File: src/rtl/core/cma_pkg.sv
// Shared types and constants of the centered moving average block.
package cma_pkg;

    localparam int unsigned HALF_SPAN = 5;
    localparam int unsigned WIN_LEN = 2 * HALF_SPAN + 1;
    localparam int unsigned SAMPLE_W = 16;
    localparam int unsigned SUM_W = SAMPLE_W + $clog2(WIN_LEN);
    localparam int unsigned SEEN_W = $clog2(WIN_LEN + 1);
    localparam int unsigned K_W = $clog2(HALF_SPAN + 1);
    localparam int unsigned DROP_IDX_W = (HALF_SPAN > 1) ? $clog2(HALF_SPAN) : 1;

    // Reciprocal of the window size, exact for every sum of SUM_W bits.
    localparam int unsigned RECIP_SHIFT = SUM_W + $clog2(WIN_LEN);
    localparam longint unsigned RECIP =
        ((64'd1 << RECIP_SHIFT) + WIN_LEN - 1) / WIN_LEN;
    localparam int unsigned RECIP_W = RECIP_SHIFT - $clog2(WIN_LEN) + 2;
    localparam int unsigned PROD_W = SUM_W + RECIP_W;

    localparam int unsigned JOBQ_DEPTH = 4;
    localparam int unsigned JOBQ_PTR_W = $clog2(JOBQ_DEPTH);
    localparam int unsigned JOBQ_CNT_W = $clog2(JOBQ_DEPTH + 1);
    localparam int unsigned OUTQ_DEPTH = 4;
    localparam int unsigned OUTQ_PTR_W = $clog2(OUTQ_DEPTH);
    localparam int unsigned OUTQ_CNT_W = $clog2(OUTQ_DEPTH + 1);

    typedef struct packed {
        logic [SAMPLE_W-1:0] sample;
        logic                block_end;
    } in_item_t;

    typedef struct packed {
        logic [SAMPLE_W-1:0] average;
        logic                final_result;
    } out_item_t;

    typedef struct packed {
        logic                               flush;
        logic [SUM_W-1:0]                   sum;
        logic [HALF_SPAN-1:0][SAMPLE_W-1:0] drops;
        logic [K_W-1:0]                     k_first;
    } cma_job_t;

endpackage

File: src/rtl/core/centered_moving_average_11.sv
// Top level of the centered moving average filter over blocks of 16-bit samples.
// A result passes the job queue, back-end sequencer, product register and result queue.
// Throughput: one sample per cycle unless full; a block end ties up the back end until flushed.
// The back end flushes one window position per cycle while the result queue has room.
// Reset: asynchronous active low; clears the window, running sum, count and both queues.
module centered_moving_average_11 (
    input  logic                clk,
    input  logic                rst_n,
    input  logic                push,
    output logic                full,
    input  cma_pkg::in_item_t   item,
    output logic                empty,
    input  logic                pop,
    output cma_pkg::out_item_t  result
);

    logic              accept;
    logic              job_push, job_full, job_pop, job_empty;
    cma_pkg::cma_job_t job_in, job_out;

    assign full   = job_full;
    assign accept = push && !job_full;

    cma_front u_front (
        .clk      (clk),
        .rst_n    (rst_n),
        .accept   (accept),
        .item     (item),
        .job_push (job_push),
        .job      (job_in)
    );

    cma_job_queue u_job_queue (
        .clk     (clk),
        .rst_n   (rst_n),
        .push    (job_push),
        .job_in  (job_in),
        .full    (job_full),
        .pop     (job_pop),
        .empty   (job_empty),
        .job_out (job_out)
    );

    cma_back u_back (
        .clk       (clk),
        .rst_n     (rst_n),
        .job_empty (job_empty),
        .job       (job_out),
        .job_pop   (job_pop),
        .pop       (pop),
        .empty     (empty),
        .result    (result)
    );

endmodule

File: src/rtl/core/cma_front.sv
// Front end: window shift line, running sum, and a job for each block end or result-owing sample.
module cma_front (
    input  logic                clk,
    input  logic                rst_n,
    input  logic                accept,
    input  cma_pkg::in_item_t   item,
    output logic                job_push,
    output cma_pkg::cma_job_t   job
);

    logic [cma_pkg::WIN_LEN-1:0][cma_pkg::SAMPLE_W-1:0] window_reg, window_next;
    logic [cma_pkg::WIN_LEN-1:0][cma_pkg::SAMPLE_W-1:0] window_shift;
    logic [cma_pkg::SUM_W-1:0]  sum_reg, sum_next, sum_shift;
    logic [cma_pkg::SEEN_W-1:0] seen_reg, seen_next, seen_shift;
    logic                       enough;

    always_comb
    begin
        window_shift[0] = item.sample;
        for (int i = 1; i < cma_pkg::WIN_LEN; i++)
        begin
            window_shift[i] = window_reg[i-1];
        end
        sum_shift = sum_reg
                  - cma_pkg::SUM_W'(window_reg[cma_pkg::WIN_LEN-1])
                  + cma_pkg::SUM_W'(item.sample);
        if (seen_reg < cma_pkg::SEEN_W'(cma_pkg::WIN_LEN))
        begin
            seen_shift = seen_reg + 1'b1;
        end
        else
        begin
            seen_shift = seen_reg;
        end
        enough = (seen_shift >= cma_pkg::SEEN_W'(cma_pkg::HALF_SPAN + 1));

        job.flush = item.block_end;
        job.sum   = sum_shift;
        for (int j = 0; j < cma_pkg::HALF_SPAN; j++)
        begin
            job.drops[j] = window_shift[cma_pkg::WIN_LEN-1-j];
        end
        if (enough)
        begin
            job.k_first = '0;
        end
        else
        begin
            job.k_first = cma_pkg::K_W'(cma_pkg::SEEN_W'(cma_pkg::HALF_SPAN + 1) - seen_shift);
        end
        job_push = accept && (item.block_end || enough);

        window_next = window_reg;
        sum_next    = sum_reg;
        seen_next   = seen_reg;
        if (accept)
        begin
            if (item.block_end)
            begin
                window_next = '0;
                sum_next    = '0;
                seen_next   = '0;
            end
            else
            begin
                window_next = window_shift;
                sum_next    = sum_shift;
                seen_next   = seen_shift;
            end
        end
    end

    always_ff @(posedge clk or negedge rst_n)
    begin
        if (!rst_n)
        begin
            window_reg <= '0;
            sum_reg    <= '0;
            seen_reg   <= '0;
        end
        else
        begin
            window_reg <= window_next;
            sum_reg    <= sum_next;
            seen_reg   <= seen_next;
        end
    end

endmodule

File: src/rtl/core/cma_job_queue.sv
// Short job queue between the front end and the back end.
module cma_job_queue (
    input  logic               clk,
    input  logic               rst_n,
    input  logic               push,
    input  cma_pkg::cma_job_t  job_in,
    output logic               full,
    input  logic               pop,
    output logic               empty,
    output cma_pkg::cma_job_t  job_out
);

    cma_pkg::cma_job_t               store_reg [cma_pkg::JOBQ_DEPTH];
    logic [cma_pkg::JOBQ_PTR_W-1:0]  wr_ptr_reg, wr_ptr_next;
    logic [cma_pkg::JOBQ_PTR_W-1:0]  rd_ptr_reg, rd_ptr_next;
    logic [cma_pkg::JOBQ_CNT_W-1:0]  count_reg, count_next;
    logic                            do_push, do_pop;

    assign full    = (count_reg == cma_pkg::JOBQ_CNT_W'(cma_pkg::JOBQ_DEPTH));
    assign empty   = (count_reg == '0);
    assign job_out = store_reg[rd_ptr_reg];
    assign do_push = push && !full;
    assign do_pop  = pop && !empty;

    always_comb
    begin
        wr_ptr_next = wr_ptr_reg;
        rd_ptr_next = rd_ptr_reg;
        count_next  = count_reg;
        if (do_push)
        begin
            wr_ptr_next = wr_ptr_reg + 1'b1;
        end
        if (do_pop)
        begin
            rd_ptr_next = rd_ptr_reg + 1'b1;
        end
        if (do_push && !do_pop)
        begin
            count_next = count_reg + 1'b1;
        end
        else if (do_pop && !do_push)
        begin
            count_next = count_reg - 1'b1;
        end
    end

    always_ff @(posedge clk)
    begin
        if (do_push)
        begin
            store_reg[wr_ptr_reg] <= job_in;
        end
    end

    always_ff @(posedge clk or negedge rst_n)
    begin
        if (!rst_n)
        begin
            wr_ptr_reg <= '0;
            rd_ptr_reg <= '0;
            count_reg  <= '0;
        end
        else
        begin
            wr_ptr_reg <= wr_ptr_next;
            rd_ptr_reg <= rd_ptr_next;
            count_reg  <= count_next;
        end
    end

endmodule

File: src/rtl/core/cma_back.sv
// Back end: flush sequencer, reciprocal divide stage and result queue.
module cma_back (
    input  logic                clk,
    input  logic                rst_n,
    input  logic                job_empty,
    input  cma_pkg::cma_job_t   job,
    output logic                job_pop,
    input  logic                pop,
    output logic                empty,
    output cma_pkg::out_item_t  result
);

    localparam logic [cma_pkg::RECIP_W-1:0] RECIP_C = cma_pkg::RECIP_W'(cma_pkg::RECIP);

    logic                                               active_reg, active_next;
    logic                                               flush_reg, flush_next;
    logic [cma_pkg::SUM_W-1:0]                          cur_sum_reg, cur_sum_next;
    logic [cma_pkg::HALF_SPAN-1:0][cma_pkg::SAMPLE_W-1:0] drops_reg, drops_next;
    logic [cma_pkg::K_W-1:0]                            k_reg, k_next;
    logic [cma_pkg::K_W-1:0]                            k_first_reg, k_first_next;

    logic                                               mul_valid_reg;
    logic                                               mul_last_reg;
    logic [cma_pkg::PROD_W-1:0]                         prod_reg;

    cma_pkg::out_item_t                                 outq_reg [cma_pkg::OUTQ_DEPTH];
    logic [cma_pkg::OUTQ_PTR_W-1:0]                     out_wr_reg, out_rd_reg;
    logic [cma_pkg::OUTQ_CNT_W-1:0]                     out_count_reg, out_count_next;

    logic can_issue, issue, emit, last_k, finishing, load, do_pop;
    cma_pkg::out_item_t out_wr_item;

    assign last_k    = (k_reg == cma_pkg::K_W'(cma_pkg::HALF_SPAN));
    assign can_issue = (out_count_reg + cma_pkg::OUTQ_CNT_W'(mul_valid_reg))
                       < cma_pkg::OUTQ_CNT_W'(cma_pkg::OUTQ_DEPTH);
    assign issue     = active_reg && can_issue;
    assign emit      = issue && (!flush_reg || (k_reg >= k_first_reg));
    assign finishing = issue && (!flush_reg || last_k);
    assign load      = !job_empty && (!active_reg || finishing);
    assign job_pop   = load;

    always_comb
    begin
        active_next  = active_reg;
        flush_next   = flush_reg;
        cur_sum_next = cur_sum_reg;
        drops_next   = drops_reg;
        k_next       = k_reg;
        k_first_next = k_first_reg;
        if (load)
        begin
            active_next  = 1'b1;
            flush_next   = job.flush;
            cur_sum_next = job.sum;
            drops_next   = job.drops;
            k_next       = '0;
            k_first_next = job.k_first;
        end
        else if (finishing)
        begin
            active_next = 1'b0;
        end
        else if (issue)
        begin
            k_next       = k_reg + 1'b1;
            cur_sum_next = cur_sum_reg
                         - cma_pkg::SUM_W'(drops_reg[k_reg[cma_pkg::DROP_IDX_W-1:0]]);
        end
    end

    always_ff @(posedge clk or negedge rst_n)
    begin
        if (!rst_n)
        begin
            active_reg    <= 1'b0;
            mul_valid_reg <= 1'b0;
        end
        else
        begin
            active_reg    <= active_next;
            mul_valid_reg <= emit;
        end
    end

    always_ff @(posedge clk)
    begin
        flush_reg    <= flush_next;
        cur_sum_reg  <= cur_sum_next;
        drops_reg    <= drops_next;
        k_reg        <= k_next;
        k_first_reg  <= k_first_next;
        prod_reg     <= cma_pkg::PROD_W'(cur_sum_reg) * cma_pkg::PROD_W'(RECIP_C);
        mul_last_reg <= flush_reg && last_k;
    end

    // The scaled product holds the quotient above the reciprocal's fraction bits.
    assign out_wr_item.average      = prod_reg[cma_pkg::RECIP_SHIFT +: cma_pkg::SAMPLE_W];
    assign out_wr_item.final_result = mul_last_reg;

    assign empty  = (out_count_reg == '0);
    assign result = outq_reg[out_rd_reg];
    assign do_pop = pop && !empty;

    always_comb
    begin
        out_count_next = out_count_reg;
        if (mul_valid_reg && !do_pop)
        begin
            out_count_next = out_count_reg + 1'b1;
        end
        else if (do_pop && !mul_valid_reg)
        begin
            out_count_next = out_count_reg - 1'b1;
        end
    end

    always_ff @(posedge clk)
    begin
        if (mul_valid_reg)
        begin
            outq_reg[out_wr_reg] <= out_wr_item;
        end
    end

    always_ff @(posedge clk or negedge rst_n)
    begin
        if (!rst_n)
        begin
            out_wr_reg    <= '0;
            out_rd_reg    <= '0;
            out_count_reg <= '0;
        end
        else
        begin
            if (mul_valid_reg)
            begin
                out_wr_reg <= out_wr_reg + 1'b1;
            end
            if (do_pop)
            begin
                out_rd_reg <= out_rd_reg + 1'b1;
            end
            out_count_reg <= out_count_next;
        end
    end

endmodule

File: config.mk
export PLATFORM = sky130hd
export DESIGN_NAME = centered_moving_average_11
export DESIGN_NICKNAME = d
export VERILOG_FILES = /design/src/rtl/core/cma_pkg.sv /design/src/rtl/core/centered_moving_average_11.sv /design/src/rtl/core/cma_front.sv /design/src/rtl/core/cma_job_queue.sv /design/src/rtl/core/cma_back.sv
export SDC_FILE = /design/constraint.sdc
export NUM_CORES = 1
export LEC_CHECK = 0
export BUFFER_PORTS_ARGS = -buffer_cell sky130_fd_sc_hd__buf_2
export CORE_MARGIN = 2
export CORE_UTILIZATION = 58
export DETAILED_ROUTE_END_ITERATION = 12
export MAX_ROUTING_LAYER = met4
export PLACE_DENSITY = 0.78
export SYNTH_ARGS = -nofsm -noshare
export SYNTH_HDL_FRONTEND = slang
export SYNTH_SLANG_ARGS = --single-unit
File: constraint.sdc
create_clock -name clk -period 5.6 [get_ports clk]
set_input_delay 1.4 -clock clk [delete_from_list [all_inputs] [get_ports clk]]
set_output_delay 1.4 -clock clk [all_outputs]
set_load 0.01 [all_outputs]
After elaboration in Yosys (flattened, before gate mapping)
Memory sizes are Yosys's and may differ from the RTL's.
Cells that the tools add are included.
{"block": "classes", "addsub": 15, "mul": 1, "magnitude_cmp": 5, "n_eq_ne": 3, "mux": 20, "bitwise": 1, "n_reduce_logical": 35}
{"cell": "$mux 176", "count": 1}
{"cell": "$mux 20", "count": 4}
{"cell": "$bmux 16 s3", "count": 1}
{"cell": "$sub 20x16->20", "count": 2}
{"cell": "$mul 20x20->39 const B", "count": 1}
{"cell": "$add 20x16->20", "count": 1}
{"cell": "$mux 16", "count": 1}
{"cell": "$mux 3", "count": 5}
{"cell": "$logic_and 1x1->1", "count": 14}
{"cell": "$add 3x1->3 const B", "count": 3}
{"cell": "$logic_not 1->1", "count": 9}
{"cell": "$add 2x1->2 const B", "count": 4}
{"cell": "$mux 4", "count": 2}
{"cell": "$reduce_bool 2->1", "count": 4}
{"cell": "$eq 3x3->1 const B", "count": 2}
{"cell": "$logic_not 3->1", "count": 2}
{"cell": "$mux 1", "count": 6}
{"cell": "$sub 3x1->3 const B", "count": 2}
{"cell": "$add 4x1->4 const B", "count": 1}
{"cell": "$ge 4x3->1 const B", "count": 1}
{"cell": "$logic_or 1x1->1", "count": 4}
{"cell": "$lt 3x4->1 const B", "count": 1}
{"cell": "$lt 4x4->1 const B", "count": 1}
{"cell": "$reduce_and 2->1", "count": 2}
{"cell": "6 further kinds", "count": 6}
{"block": "totals", "reg_bits": 363, "ramBits": 484, "in_bits": 21, "out_inout_bits": 19, "elab_cells": 114, "n_memories": 2}
{"name": "u_job_queue.store_reg", "words": 4, "width": 104, "rd": 1, "rd_clocked_by_memory_dff": 0, "wr": 1, "line_no": "cma_job_queue.sv:13", "rtl": "cma_pkg::cma_job_t store_reg [cma_pkg::JOBQ_DEPTH];"}
{"name": "u_back.outq_reg", "words": 4, "width": 17, "rd": 1, "rd_clocked_by_memory_dff": 0, "wr": 1, "line_no": "cma_back.sv:26", "rtl": "cma_pkg::out_item_t outq_reg [cma_pkg::OUTQ_DEPTH];"}

Logic depth before layout (Yosys ltp)
Gate-level depths: netlist (run 1).
{"block": "depth", "word_depth": 10, "ltp_mapped": 19}

Modules after synthesis
A second synthesis (run 1) with hierarchy kept.
{"block": "hier_totals", "cells_unflattened": 2948, "hier_area_um2": 41622.4}
{"mod": "cma_back", "instances": 1, "cells_per_inst": 1246, "area_per_inst_um2": 15815.2, "seq_area_each_um2": 5790.6}
{"mod": "cma_job_queue", "instances": 1, "cells_per_inst": 580, "area_per_inst_um2": 15413.5, "seq_area_each_um2": 12667.1}
{"mod": "cma_front", "instances": 1, "cells_per_inst": 1121, "area_per_inst_um2": 10380.0, "seq_area_each_um2": 5004.8}
{"mod": "centered_moving_average_11", "instances": 1, "cells_per_inst": 1, "area_per_inst_um2": 13.8, "seq_area_each_um2": 0.0}

Least setup slack after synthesis (run 1)
OpenSTA, ideal clock, no wires.
{"block": "synth_path", "kind": "reg-to-reg", "from": "register u_back.cur_sum_reg[11] in the netlist's numbering", "to": "register u_back.prod_reg[32] in the netlist's numbering", "arrival_ns": 5.528, "required_time_ns": 5.494, "slack_ns": -0.034, "stages_incl_launch_ff": 20, "path_buffers": 0, "period_less_slack_ns": 5.634, "cell_sequence": "edfxtp_1 fa_1 ha_1 inv_1 fa_1 inv_1 fa_1 fa_1 fa_1 inv_1 fa_1 inv_1 ha_1 nand4_1 nor4b_1 a41oi_1 a21oi_1 o21ai_0 a211o_1 o311ai_0"}
{"block": "synth_between", "elab_chain_cells": 1}
{"item": "from (decl)", "line_no": "cma_back.sv:17", "rtl": "logic [cma_pkg::SUM_W-1:0] cur_sum_reg, cur_sum_next;"}
{"item": "from (signal assigned)", "line_no": "cma_back.sv:88", "rtl": "cur_sum_reg <= cur_sum_next;"}
{"item": "$mul 20x20->39", "line_no": "cma_back.sv:92", "rtl": "prod_reg <= cma_pkg::PROD_W'(cur_sum_reg) * cma_pkg::PROD_W'(RECIP_C);"}
{"item": "to (signal assigned)", "line_no": "cma_back.sv:92"}
{"item": "to (decl)", "line_no": "cma_back.sv:24", "rtl": "logic [cma_pkg::PROD_W-1:0] prod_reg;"}
No other way between the ends.
A chain may end at the register's enable or synchronous reset.

Worst setup path after layout (run 1)
{"block": "layout_path", "from": "register u_back.cur_sum_reg[12] in the netlist's numbering", "to": "register u_back.prod_reg[37] in the netlist's numbering"}
The elaborated chain is that of the path after synthesis.

==> insert_results.sql, run 1 <==
INSERT INTO impl_metrics (metric_group, metric, value, unit) VALUES
('run_status', 'status', 'finished with violations', ''),
('run_status', 'violations_in_the_final_reports', 'setup timing', ''),
('cts', 'numClockSinks', '824', ''),
('cells_and_area', 'largest_register_ffs', '416', ''),
('detailed_routing', 'length_of_the_first_detailed_routing_pass_in_iterations', '6', ''),
('timing', 'rsz0062_at_grt', 'true', ''),
('yosys', 'postSynthCellCount', '2888', ''),
('timing', 'post-route-worst-setup-slack', '-246', 'ps'),
('timing', 'tightest_pin_transition', '1290', 'ps'),
('yosys', 'share_of_async_settable_or_async_resettable_flops_after_synthesis', '26.2', '%'),
('critical_path', 'setup.worst_path.end_class', 'register', ''),
('grt', 'grt_start_max_net_pins', '112', ''),
('critical_path', 'buffers_inverters_on_critical_path', '8', ''),
('cts', 'ctsRootBufferMaster', 'sky130_fd_sc_hd__clkbuf_16', ''),
('yosys', 'post_synth.cell_area_avg', '14.1', 'um2'),
('critical_path', 'worstPathCellList', 'buf_6, fa_1, ha_1, inv_2, fa_1, inv_1, fa_1, fa_1, fa_1, inv_1, fa_1, inv_2, ha_4, buf_4, a21oi_1, o211ai_1, a21oi_2, a21oi_2, buf_4, buf_4, o2111ai_2, nand2_1, o311ai_1', ''),
('cts', 'h-tree-depth', '3', ''),
('place', 'detailedPlacementHpwl', '55600', 'um'),
('critical_path', 'critical_path.top_delay_family', 'adder cells', ''),
('timing', 'finalMaxSlewViolations', '0', ''),
('timing', 'finalHoldViolCount', '0', ''),
('detailed_routing', 'routed_wire_length_per_instance', '22.0', 'um'),
('yosys', 'yosys_warnings', '0', ''),
('yosys', 'ys_dominant_reg_cell', 'sky130_fd_sc_hd__edfxtp_1', ''),
('yosys', 'mappedNetlistNets', '3339', ''),
('place', 'rd_place_congestion', '0.933', ''),
('cells_and_area', 'syn_to_final_growth', '11.7', '%'),
('detailed_routing', 'routed_wl', '87900', 'um'),
('timing', 'fin_worst_skew', '41.4', 'ps'),
('detailed_routing', 'final_antenna_net_count', '0', ''),
('min_path', 'min_delay_worst_type', 'reg -> reg', ''),
('floorplanning', 'core', '0.0697', 'mm2'),
('floorplanning', 'die_w', '269', 'um'),
('grt', 'grt_overflow_total', '0', ''),
('grt', 'gr-usage-all-layers', '25.9', '%'),
('detailed_routing', 'highest_layer', 'met4', ''),
('critical_path', 'critical-path-slowest-cell', 'sky130_fd_sc_hd__fa_1', ''),
('cts', 'clk_path_buf_depth', '3', ''),
('timing', 'finalSetupViolCount', '9', ''),
('detailed_routing', 'drt-vias-per-instance', '5.81', ''),
('critical_path', 'worst-endpoint-arrival', '6380', 'ps'),
('floorplanning', 'die_height', '269', 'um'),
('detailed_routing', 'met2WireLength', '45000', 'um'),
('timing', 'timing.slew.headroom', '13.5', '%'),
('yosys', 'ys_seq_area_share', '57.8', '%'),
('floorplanning', 'die-area', '0.0721', 'mm2'),
('yosys', 'synth.cell_area', '0.0406', 'mm2'),
('yosys', 'count_of_state_elements_after_synthesis', '824', ''),
('grt', 'grt_pass1_wl', '138000', 'um'),
('grt', 'first_global_vias', '25000', ''),
('floorplanning', 'boundaryPins', '40', ''),
('timing', 'final_period_util', '104', '%'),
('yosys', 'edff_count_synth', '588', ''),
('cts', 'tritoncts', 'done', ''),
('detailed_routing', 'route.vias.total', '23300', ''),
('timing', 'tns', '-1620', 'ps'),
('critical_path', 'crit_path_frequent_cell', 'sky130_fd_sc_hd__fa_1', ''),
('critical_path', 'timing.setup.critical_path_class', 'reg -> reg', ''),
('critical_path', 'critical_path_data_required_time', '6130', 'ps'),
('critical_path', 'critPathMaxFanout', '3', ''),
('floorplanning', 'start_util', '58.3', '%'),
('job', 'drv.max_cap_violation_count', '0', ''),
('detailed_routing', 'detail_route.iter0.violations', '1886', ''),
('timing', 'fmaxAchievable', '0.171', 'GHz'),
('critical_path', 'critical_path.max_stage_delay', '510', 'ps'),
('detailed_routing', 'remaining_drc_errors', '0', ''),
('cells_and_area', 'fin_nets', '3442', ''),
('cts', 'cts-buffers-inserted', '82', ''),
('timing', 'timing.final.crit_period', '5850', 'ps'),
('floorplanning', 'rows', '97', ''),
('grt', 'antenna_violations_before_repair', '2', ''),
('cells_and_area', 'layout-drive-gt1-share', '13.7', '%'),
('cts', 'worstSkewPairLatency', '640', 'ps'),
('detailed_routing', 'wl_met3', '5110', 'um'),
('cts', 'clkTransAtPathRegs', '60', 'ps'),
('yosys', 'count_of_distinct_cell_types_in_the_synthesized_netlist', '70', ''),
('place', 'port_buffers', '39', ''),
('detailed_routing', 'route.layer.met1.wl', '35100', 'um'),
('critical_path', 'worstSetupStartpointType', 'register', '');
routing by layer:
metal | global-route usage (%) | vias to the layer above
li1 | - | 10500
met1 | 32.3 | 11800
met5 | - | -
met2 | 43.5 | 780
met4 | 8.72 | 0
met3 | 4.11 | 183
layout by cell type, fill, tap and decap left out, types with 9 or more instances in the layout:
master / n
sky130_fd_sc_hd__fa_1: 158
sky130_fd_sc_hd__o31ai_1: 19
sky130_fd_sc_hd__mux4_2: 122
sky130_fd_sc_hd__xor2_1: 32
sky130_fd_sc_hd__clkinv_2: 13
sky130_fd_sc_hd__o21ai_0: 215
sky130_fd_sc_hd__a21oi_1: 66
sky130_fd_sc_hd__buf_2: 37
sky130_fd_sc_hd__mux2i_1: 31
sky130_fd_sc_hd__nor3_1: 17
sky130_fd_sc_hd__nand2_1: 250
sky130_fd_sc_hd__or3_1: 11
sky130_fd_sc_hd__bufinv_16: 12
sky130_fd_sc_hd__ha_1: 270
sky130_fd_sc_hd__a21o_1: 22
sky130_fd_sc_hd__dfxtp_1: 20
sky130_fd_sc_hd__xnor2_1: 31
sky130_fd_sc_hd__inv_1: 295
sky130_fd_sc_hd__clkbuf_16: 85
sky130_fd_sc_hd__clkbuf_1: 20
sky130_fd_sc_hd__a31oi_1: 9
sky130_fd_sc_hd__nor2_1: 65
sky130_fd_sc_hd__nand2b_1: 171
sky130_fd_sc_hd__buf_4: 84
sky130_fd_sc_hd__edfxtp_1: 588
sky130_fd_sc_hd__nand3_1: 14
sky130_fd_sc_hd__dfrtp_1: 214
sky130_fd_sc_hd__nand3b_1: 9
sky130_fd_sc_hd__and2_1: 12
synthesized netlist by cell type (3+ instances only):
| cell type | n | area, um2 |
|---|---|---|
| sky130_fd_sc_hd__edfxtp_1 | 588 | 17700 |
| sky130_fd_sc_hd__inv_1 | 298 | 1120 |
| sky130_fd_sc_hd__ha_1 | 272 | 3400 |
| sky130_fd_sc_hd__nand2_1 | 251 | 942 |
| sky130_fd_sc_hd__o21ai_0 | 220 | 1100 |
| sky130_fd_sc_hd__dfrtp_1 | 216 | 5410 |
| sky130_fd_sc_hd__nand2b_1 | 172 | 1080 |
| sky130_fd_sc_hd__fa_1 | 158 | 3160 |
| sky130_fd_sc_hd__mux4_2 | 122 | 2750 |
| sky130_fd_sc_hd__clkbuf_1 | 92 | 345 |
| sky130_fd_sc_hd__a21oi_1 | 71 | 355 |
| sky130_fd_sc_hd__nor2_1 | 65 | 244 |
| sky130_fd_sc_hd__xor2_1 | 32 | 280 |
| sky130_fd_sc_hd__mux2i_1 | 31 | 310 |
| sky130_fd_sc_hd__xnor2_1 | 31 | 272 |
| sky130_fd_sc_hd__a21o_1 | 22 | 165 |
| sky130_fd_sc_hd__dfxtp_1 | 20 | 400 |
| sky130_fd_sc_hd__o31ai_1 | 20 | 150 |
| sky130_fd_sc_hd__nor3_1 | 17 | 85.1 |
| sky130_fd_sc_hd__and2_1 | 16 | 100 |
| sky130_fd_sc_hd__nand3_1 | 14 | 70.1 |
| sky130_fd_sc_hd__buf_1 | 13 | 48.8 |
| sky130_fd_sc_hd__or3_1 | 11 | 68.8 |
| sky130_fd_sc_hd__a31oi_1 | 9 | 56.3 |
| sky130_fd_sc_hd__nand3b_1 | 9 | 67.6 |
| sky130_fd_sc_hd__a211oi_1 | 8 | 60.1 |
| sky130_fd_sc_hd__and3_1 | 8 | 50.1 |
| sky130_fd_sc_hd__buf_2 | 7 | 35.0 |
| sky130_fd_sc_hd__a22o_1 | 6 | 52.6 |
| sky130_fd_sc_hd__a41oi_1 | 6 | 52.6 |
| sky130_fd_sc_hd__o21bai_1 | 6 | 45.0 |
| sky130_fd_sc_hd__nor2b_1 | 5 | 31.3 |
| sky130_fd_sc_hd__a211o_1 | 4 | 35.0 |
| sky130_fd_sc_hd__mux2_2 | 4 | 45.0 |
| sky130_fd_sc_hd__nor4b_1 | 4 | 35.0 |
| sky130_fd_sc_hd__o2111ai_1 | 4 | 35.0 |
| sky130_fd_sc_hd__o211ai_1 | 4 | 30.0 |
| sky130_fd_sc_hd__o21a_1 | 4 | 30.0 |
| sky130_fd_sc_hd__or4_1 | 4 | 30.0 |
| sky130_fd_sc_hd__nand4_1 | 3 | 18.8 |
| sky130_fd_sc_hd__nor4_1 | 3 | 18.8 |
| sky130_fd_sc_hd__o311ai_0 | 3 | 26.3 |
layout make-up:
cell class | instances | area (um2)
clock buffer | 113 | 2310
fill | 4816 | 24300
clock inverter | 41 | 567
inverter | 298 | 1120
antenna | 1 | 2.50
tap | 940 | 1180
multi-input combinational | 1654 | 15700
sequential | 824 | 23500
timing repair buffer | 131 | 993
logic make-up (layout without fill, tap and decap cells):
kind of cell               count (synthesis)  count (layout)  share of synthesized area (%)
and+or+nand+nor                          589             589                           7.15
muxes                                    157             157                           7.64
buffers and inverters                    410             583                           3.81
DFF                                      824             824                           57.8
other                                      0               1                              0
xor gates and xnor gates                  64              64                           1.41
adders and majority gates                430             430                           16.2
AOI/OAI and AO/OA                        414             414                           6.04
path summary, 6_finish.rpt:
check,from,to,slack [ps],cells after the start
max reg2reg,u_back.cur_sum_reg[12]$_DFFE_PP_,u_back.prod_reg[37]$_DFF_P_,-250,23
max,u_back.cur_sum_reg[12]$_DFFE_PP_,u_back.prod_reg[37]$_DFF_P_,-250,23
min,u_back.prod_reg[32]$_DFF_P_,u_back.outq_reg[0][9]$_DFFE_PP_,470,0
min reg2reg,u_back.prod_reg[32]$_DFF_P_,u_back.outq_reg[0][9]$_DFFE_PP_,470,0
min in group asynchronous,rst_n,u_front.window_reg[69]$_DFFE_PN0P_,860,1
max in group asynchronous,rst_n,u_front.sum_reg[13]$_DFFE_PN0P_,3700,2
stage by stage:
stage	hold slack (ps)	cells	cell area, um2	setup slack, ps	util, %
5_1_grt	490	4002	45400	-489	65.1
6_report	474	4002	45400	-246	65.1
4_1_cts	472	4001	45400	-259	65.1
2_1_floorplan	438	2888	40600	35.2	-
3_5_place_dp	462	3840	42300	-540	60.8
3_3_place_gp	452	3840	42300	-244	60.8
repair_timing:
action | 4_1_cts | 5_1_grt
hold buffers | 0 | 0
gates resized for setup | 23 | 2
buffers inserted | 7 | 0
pin swaps | 13 | 2
setup endpoints to repair | 14 | 14
Power of run 1 is left out: the tool's default activity adds up to more than one toggle a clock period on the data nets, which glitch-free logic cannot reach.
==> inputs of run 2 (changes only) <==
- CELL_PAD_IN_SITES_DETAIL_PLACEMENT: unset -> 1
- CELL_PAD_IN_SITES_GLOBAL_PLACEMENT: unset -> 2
- CORE_ASPECT_RATIO: unset -> 1.5
- CORE_UTILIZATION: 58 -> 42
- PLACE_DENSITY: 0.78 -> 0.77
- clock period: 5.6 -> 5.04 ns (I/O delays scaled with it)
==> run 2 against run 1 <==
The run still ends with setup timing left. Worst setup slack got worse by 460 ps. Clock-buffer cell count is 5 lower. Wire length grew 10%. Non-clock buffer count up 70. Highest routed layer unchanged.
==> insert_results.sql, run 2 (synthesis gave the netlist of run 1 again) <==
INSERT INTO impl_metrics (metric_group, metric, value, unit) VALUES
('detailed_routing', 'length_of_the_first_detailed_routing_pass_in_iterations', '6', ''),
('cells_and_area', 'layout.cells.most_common_list', 'sky130_fd_sc_hd__edfxtp_1 (588), sky130_fd_sc_hd__inv_1 (293), sky130_fd_sc_hd__ha_1 (270)', ''),
('cts', 'clkTransAtPathRegs', '60', 'ps'),
('critical_path', 'setup.worst_path.end_class', 'register', ''),
('critical_path', 'critical_path.max_stage_delay', '540', 'ps'),
('cells_and_area', 'layout-drive-gt1-share', '16.0', '%'),
('cells_and_area', 'fin_nets', '3509', ''),
('detailed_routing', 'final_antenna_net_count', '0', ''),
('cells_and_area', 'num-fill-cells', '9455', ''),
('grt', 'grt_start_max_net_pins', '218', ''),
('critical_path', 'critical-path-slowest-cell', 'sky130_fd_sc_hd__fa_1', ''),
('floorplanning', 'rows', '139', ''),
('cts', 'clk_path_buf_depth', '3', ''),
('critical_path', 'worstPathCellList', 'fa_1, ha_1, inv_2, fa_1, inv_2, fa_1, fa_2, fa_1, inv_2, fa_1, inv_2, ha_4, nand4_1, nor4b_2, a41oi_2, a21oi_2, buf_6, o211ai_1, a311oi_2, xor2_1', ''),
('detailed_routing', 'wl_met3', '2490', 'um'),
('floorplanning', 'die-area', '0.0992', 'mm2'),
('min_path', 'worstHoldPathCells', '2', ''),
('detailed_routing', 'routed_wire_length_per_instance', '22.0', 'um'),
('min_path', 'timing.hold.worst.start', 'u_front.window_reg[14]$_DFFE_PN0P_', ''),
('cells_and_area', 'largest_register_ffs', '416', ''),
('place', 'port_buffers', '39', ''),
('critical_path', 'reg2reg_setup_slack', '-710', 'ps'),
('critical_path', 'timing.setup.critical_path_class', 'reg -> reg', ''),
('detailed_routing', 'route.layer.met1.wl', '36200', 'um'),
('timing', 'final_period_util', '114', '%'),
('run_status', 'violations_in_the_final_reports', 'setup timing', ''),
('timing', 'post-route-worst-setup-slack', '-711', 'ps'),
('critical_path', 'worstSetupStartpointType', 'register', ''),
('critical_path', 'worst-endpoint-arrival', '6340', 'ps'),
('timing', 'tightest_pin_transition', '1350', 'ps'),
('floorplanning', 'start_util', '42.4', '%'),
('job', 'drv.max_cap_violation_count', '0', ''),
('place', 'rd_place_congestion', '0.922', ''),
('timing', 'rsz0062_at_grt', 'true', ''),
('floorplanning', 'die_w', '258', 'um'),
('critical_path', 'crit_path_frequent_cell', 'sky130_fd_sc_hd__fa_1', ''),
('detailed_routing', 'met2WireLength', '55500', 'um'),
('critical_path', 'critPathMaxFanout', '5', ''),
('critical_path', 'worst_r2r_path_depth', '20', ''),
('cells_and_area', 'layout.cells.most_common', 'sky130_fd_sc_hd__edfxtp_1', ''),
('grt', 'first_global_vias', '26400', ''),
('place', 'post-place-ws', '-841', 'ps'),
('timing', 'timing.final.crit_period', '5750', 'ps'),
('timing', 'finalHoldViolCount', '0', ''),
('cts', 'worstSkewPairLatency', '670', 'ps'),
('cts', 'cts-buffers-inserted', '79', ''),
('timing', 'finalSetupViolCount', '16', ''),
('cts', 'numClockSinks', '824', ''),
('critical_path', 'regToRegStartpoint', 'u_back.cur_sum_reg[12]$_DFFE_PP_', ''),
('floorplanning', 'die_height', '385', 'um'),
('min_path', 'min_delay_worst_type', 'reg -> reg', ''),
('cts', 'h-tree-depth', '3', ''),
('floorplanning', 'core', '0.0958', 'mm2'),
('cells_and_area', 'n_antenna_cell', '0', ''),
('cts', 'cts_hold_buffers', '0', ''),
('place', 'detailedPlacementHpwl', '68800', 'um'),
('detailed_routing', 'route.vias.total', '23100', ''),
('timing', 'timing.slew.headroom', '9.47', '%'),
('floorplanning', 'boundaryPins', '40', ''),
('detailed_routing', 'detail_route.iter0.violations', '1089', ''),
('grt', 'grt_overflow_total', '0', ''),
('timing', 'fmaxAchievable', '0.174', 'GHz'),
('detailed_routing', 'drt-vias-per-instance', '5.26', ''),
('min_path', 'holdPathEnd', 'u_front.window_reg[14]$_DFFE_PN0P_', ''),
('grt', 'antenna_violations_before_repair', '1', ''),
('detailed_routing', 'routed_wl', '96800', 'um'),
('cells_and_area', 'syn_to_final_growth', '13.8', '%'),
('timing', 'finalMaxSlewViolations', '0', ''),
('timing', 'fin_worst_skew', '39.1', 'ps'),
('detailed_routing', 'highest_layer', 'met4', ''),
('cts', 'tritoncts', 'done', ''),
('run_status', 'status', 'finished with violations', ''),
('critical_path', 'reg2reg_to', 'u_back.prod_reg[36]$_DFF_P_', ''),
('grt', 'gr-usage-all-layers', '20.7', '%'),
('detailed_routing', 'remaining_drc_errors', '0', ''),
('critical_path', 'critical_path_data_required_time', '5630', 'ps'),
('cts', 'ctsRootBufferMaster', 'sky130_fd_sc_hd__clkbuf_16', ''),
('grt', 'grt_pass1_wl', '152000', 'um');
==> run 2: cell type report <==
| type | count | area [um2] | share of cell area, % |
|---|---|---|---|
| multi-input cells | 1654 | 15800 | 34.2 |
| clock inverters | 38 | 410 | 0.888 |
| flip-flops and latches | 824 | 23500 | 50.8 |
| inverters | 298 | 1120 | 2.43 |
| repair buffers | 201 | 1610 | 3.49 |
| clock buffers | 108 | 2190 | 4.73 |
| well taps | 1269 | 1590 | 3.44 |
==> run 2: layer usage <==
layer	track usage, %	vias to the layer above
met1	21.9	12100
met5	-	-
met2	39.9	302
li1	-	10600
met3	2.18	132
met4	6.45	0
==> run 2: worst max-delay path: cells and delay by family (launching register included) <==
kind	cells	cell delay, ps
xor+xnor	1	170
fa+ha+maj	8	3610
buf+inv	5	310
simple gates	2	420
compound gates	4	690
flops	1	500
==> run 2: worst max-delay path by stage <==
stage	cells after the start	slack, ps	to	start
after floorplan	19	-430	u_back.prod_reg[36]$_DFF_P_	u_back.cur_sum_reg[12]$_DFFE_PP_
after global placement	16	-710	u_back.prod_reg[37]$_DFF_P_	u_back.cur_sum_reg[16]$_DFFE_PP_
after detailed placement	20	-840	u_back.prod_reg[36]$_DFF_P_	u_back.cur_sum_reg[12]$_DFFE_PP_
after CTS	20	-700	u_back.prod_reg[36]$_DFF_P_	u_back.cur_sum_reg[12]$_DFFE_PP_
after global routing	20	-900	u_back.prod_reg[36]$_DFF_P_	u_back.cur_sum_reg[12]$_DFFE_PP_
final	20	-710	u_back.prod_reg[36]$_DFF_P_	u_back.cur_sum_reg[12]$_DFFE_PP_
==> run 2: per-stage QoR <==
stage,instance area (um2),util (%),TNS (ps),instances,hold WS (ps)
final,46200,48.2,-8760,4392,484
after floorplan,40600,-,-3540,2888,438
after detailed placement,43300,45.2,-10090,4232,470
after global placement,43300,45.2,-7720,4232,448
after CTS,46100,48.1,-8050,4384,487
after global routing,46200,48.2,-11840,4392,502
==> run 2: what timing repair did <==
| action | 4_1_cts | 5_1_grt |
|---|---|---|
| resized for setup | 23 | 20 |
| setup endpoints to repair | 16 | 16 |
| pin swaps | 8 | 14 |
| buffers inserted | 6 | 9 |
Power of run 2 is left out for the same reason.
==> inputs of run 3 (changes only) <==
- PLACE_DENSITY: 0.77 -> unset
- PLACE_DENSITY_LB_ADDON: unset -> 0.1
==> run 3 against run 2 <==
The flow still finishes with violations (setup timing). Sequential cell count unchanged. Wire length up 2.4%. Via count down 0.45%. Die area unchanged. Clock-buffer cell count up 7. Hold slack worse by 9.4 ps. First-iteration DRC count down 10%. Worst setup slack worse by 49 ps. Non-clock buffer count up 17.
==> insert_results.sql, run 3 (synthesis gave the netlist of run 1 again) <==
INSERT INTO impl_metrics (metric_group, metric, value, unit) VALUES
('critical_path', 'worstPathCellList', 'fa_1, ha_1, fa_1, fa_1, fa_1, fa_1, inv_1, fa_1, inv_1, ha_1, nand4_1, nor4b_2, a41oi_2, a21oi_2, buf_6, buf_4, o21ai_4, and4b_1, a211oi_2', ''),
('timing', 'timing.final.crit_period', '5800', 'ps'),
('cts', 'numClockSinks', '824', ''),
('cells_and_area', 'post_layout_nonfiller_instances', '4415', ''),
('floorplanning', 'rows', '139', ''),
('critical_path', 'critPathMaxFanout', '6', ''),
('timing', 'finalSetupViolCount', '16', ''),
('grt', 'gr-usage-all-layers', '21.3', '%'),
('detailed_routing', 'routed_wl', '99100', 'um'),
('cts', 'ctsRootBufferMaster', 'sky130_fd_sc_hd__clkbuf_16', ''),
('detailed_routing', 'routed_wire_length_per_instance', '22.4', 'um'),
('run_status', 'status', 'finished with violations', ''),
('timing', 'timing.slew.headroom', '34.7', '%'),
('critical_path', 'critical_path_data_required_time', '5620', 'ps'),
('floorplanning', 'die_height', '385', 'um'),
('grt', 'global_route.usage.met2', '41.8', '%'),
('place', 'port_buffers', '39', ''),
('detailed_routing', 'detail_route.iter0.violations', '977', ''),
('critical_path', 'reg2reg_setup_slack', '-760', 'ps'),
('cells_and_area', 'num-fill-cells', '9500', ''),
('floorplanning', 'start_util', '42.4', '%'),
('cts', 'cts-buffers-inserted', '81', ''),
('cts', 'clk_path_buf_depth', '3', ''),
('place', 'placed_area', '0.0435', 'mm2'),
('critical_path', 'critical_path.max_stage_delay', '570', 'ps'),
('cells_and_area', 'layout-drive-gt1-share', '16.6', '%'),
('detailed_routing', 'remaining_drc_errors', '0', ''),
('cells_and_area', 'design_area', '0.0465', 'mm2'),
('timing', 'rsz0062_at_grt', 'true', ''),
('run_status', 'violations_in_the_final_reports', 'setup timing', ''),
('cells_and_area', 'layout.cells.most_common', 'sky130_fd_sc_hd__edfxtp_1', ''),
('detailed_routing', 'route.vias.total', '23000', ''),
('critical_path', 'worst-endpoint-arrival', '6380', 'ps'),
('detailed_routing', 'final_antenna_net_count', '0', ''),
('job', 'drv.max_cap_violation_count', '0', ''),
('detailed_routing', 'drt-vias-per-instance', '5.21', ''),
('cts', 'h-tree-depth', '3', ''),
('place', 'rd_place_congestion', '0.860', ''),
('cells_and_area', 'largest_register_ffs', '416', ''),
('place', 'detailedPlacementHpwl', '71000', 'um'),
('grt', 'first_global_vias', '26300', ''),
('timing', 'post-route-worst-setup-slack', '-760', 'ps'),
('floorplanning', 'boundaryPins', '40', ''),
('timing', 'finalHoldViolCount', '0', ''),
('timing', 'fin_worst_skew', '26.2', 'ps'),
('critical_path', 'critical-path-slowest-cell', 'sky130_fd_sc_hd__fa_1', ''),
('grt', 'grt_start_max_net_pins', '92', ''),
('cells_and_area', 'layout.cells.most_common_list', 'sky130_fd_sc_hd__edfxtp_1 (588), sky130_fd_sc_hd__inv_1 (295), sky130_fd_sc_hd__ha_1 (271)', ''),
('cells_and_area', 'core_occupancy_in_the_finished_layout', '48.5', '%'),
('place', 'placed_cells_incl_taps', '4249', ''),
('timing', 'final_period_util', '115', '%'),
('cells_and_area', 'n_antenna_cell', '0', ''),
('timing', 'finalMaxSlewViolations', '0', ''),
('critical_path', 'worstSetupStartpointType', 'register', ''),
('floorplanning', 'core', '0.0958', 'mm2'),
('grt', 'globalRouteMet3Util', '2.11', '%'),
('critical_path', 'timing.setup.critical_path_class', 'reg -> reg', ''),
('critical_path', 'setup.worst_path.end_class', 'register', ''),
('floorplanning', 'die-area', '0.0992', 'mm2'),
('grt', 'grt_pass1_wl', '155000', 'um'),
('grt', 'grt_busiest_layer', 'met2', ''),
('grt', 'antenna_violations_before_repair', '0', ''),
('cells_and_area', 'fin_nets', '3528', ''),
('floorplanning', 'die_w', '258', 'um'),
('grt', 'met1_usage', '22.0', '%'),
('timing', 'tightest_pin_transition', '980', 'ps'),
('cts', 'clkTransAtPathRegs', '60', 'ps'),
('cts', 'cts_hold_buffers', '0', ''),
('grt', 'grt_overflow_total', '0', ''),
('min_path', 'min_delay_worst_type', 'reg -> reg', ''),
('timing', 'fmaxAchievable', '0.172', 'GHz'),
('timing', 'worst_hold_slack', '474', 'ps'),
('cells_and_area', 'syn_to_final_growth', '14.4', '%'),
('cts', 'tritoncts', 'done', ''),
('cts', 'worstSkewPairLatency', '660', 'ps'),
('critical_path', 'crit_path_frequent_cell', 'sky130_fd_sc_hd__fa_1', ''),
('detailed_routing', 'length_of_the_first_detailed_routing_pass_in_iterations', '5', '');
==> run 3: cell count changes in the layout (fill, tap and decap cells not counted), moves of 3 or more <==
cell,previous run,this run
sky130_fd_sc_hd__buf_4,145,158
sky130_fd_sc_hd__clkbuf_1,20,23
sky130_fd_sc_hd__buf_12,14,18
sky130_fd_sc_hd__fa_2,3,0
sky130_fd_sc_hd__clkinv_2,8,11
sky130_fd_sc_hd__fa_1,155,158
sky130_fd_sc_hd__clkbuf_16,80,83
==> run 3: layout make-up <==
| type | count | area (um2) | area share, % |
|---|---|---|---|
| Sequential cell | 824 | 23500 | 50.5 |
| Multi-Input combinational cell | 1654 | 15800 | 34.1 |
| Clock buffer | 115 | 2290 | 4.92 |
| Timing Repair Buffer | 218 | 1790 | 3.86 |
| Tap cell | 1269 | 1590 | 3.42 |
| Inverter | 298 | 1120 | 2.41 |
| Clock inverter | 37 | 365 | 0.786 |
==> run 3: critical path: cells and delay by family (launching register included) <==
family / cells / cell delay [ps]
compound gates: 4 / 540
fa+ha+maj: 8 / 3620
flops: 1 / 510
buf+inv: 4 / 360
simple gates: 3 / 700
==> run 3: final timing paths <==
kind | from | endpoint | cells after the start
setup reg to reg | u_back.cur_sum_reg[12]$_DFFE_PP_ | u_back.prod_reg[39]$_DFF_P_ | 19
hold / removal | u_back.prod_reg[26]$_DFF_P_ | u_back.outq_reg[2][3]$_DFFE_PP_ | 0
min in group asynchronous | rst_n | u_front.job[53]$_DFFE_PN0P_ | 1
hold reg to reg | u_back.prod_reg[26]$_DFF_P_ | u_back.outq_reg[2][3]$_DFFE_PP_ | 0
max in group asynchronous | rst_n | u_front.window_reg[165]$_DFFE_PN0P_ | 2
setup / recovery | u_back.cur_sum_reg[12]$_DFFE_PP_ | u_back.prod_reg[39]$_DFF_P_ | 19
==> run 3: metrics by stage <==
step / setup TNS (ps) / worst slack [ps]
floorplan: -3540 / -435
global placement: -10380 / -873
detailed placement: -12440 / -984
CTS: -11260 / -916
global route: -13400 / -997
finish: -9750 / -760
==> run 3: metal layers <==
layer | vias up | part of all wire [%]
li1 | 10600 | -
met3 | 121 | 2.2
met1 | 12000 | 37
met4 | 0 | 2.6
met5 | - | 0
met2 | 237 | 58
==> run 3: what timing repair did <==
| action | in CTS | in global routing |
|---|---|---|
| resized for setup | 24 | 22 |
| buffers inserted | 7 | 10 |
| setup endpoints to repair | 16 | 16 |
| pin swaps | 23 | 10 |
Power of run 3 is left out for the same reason.
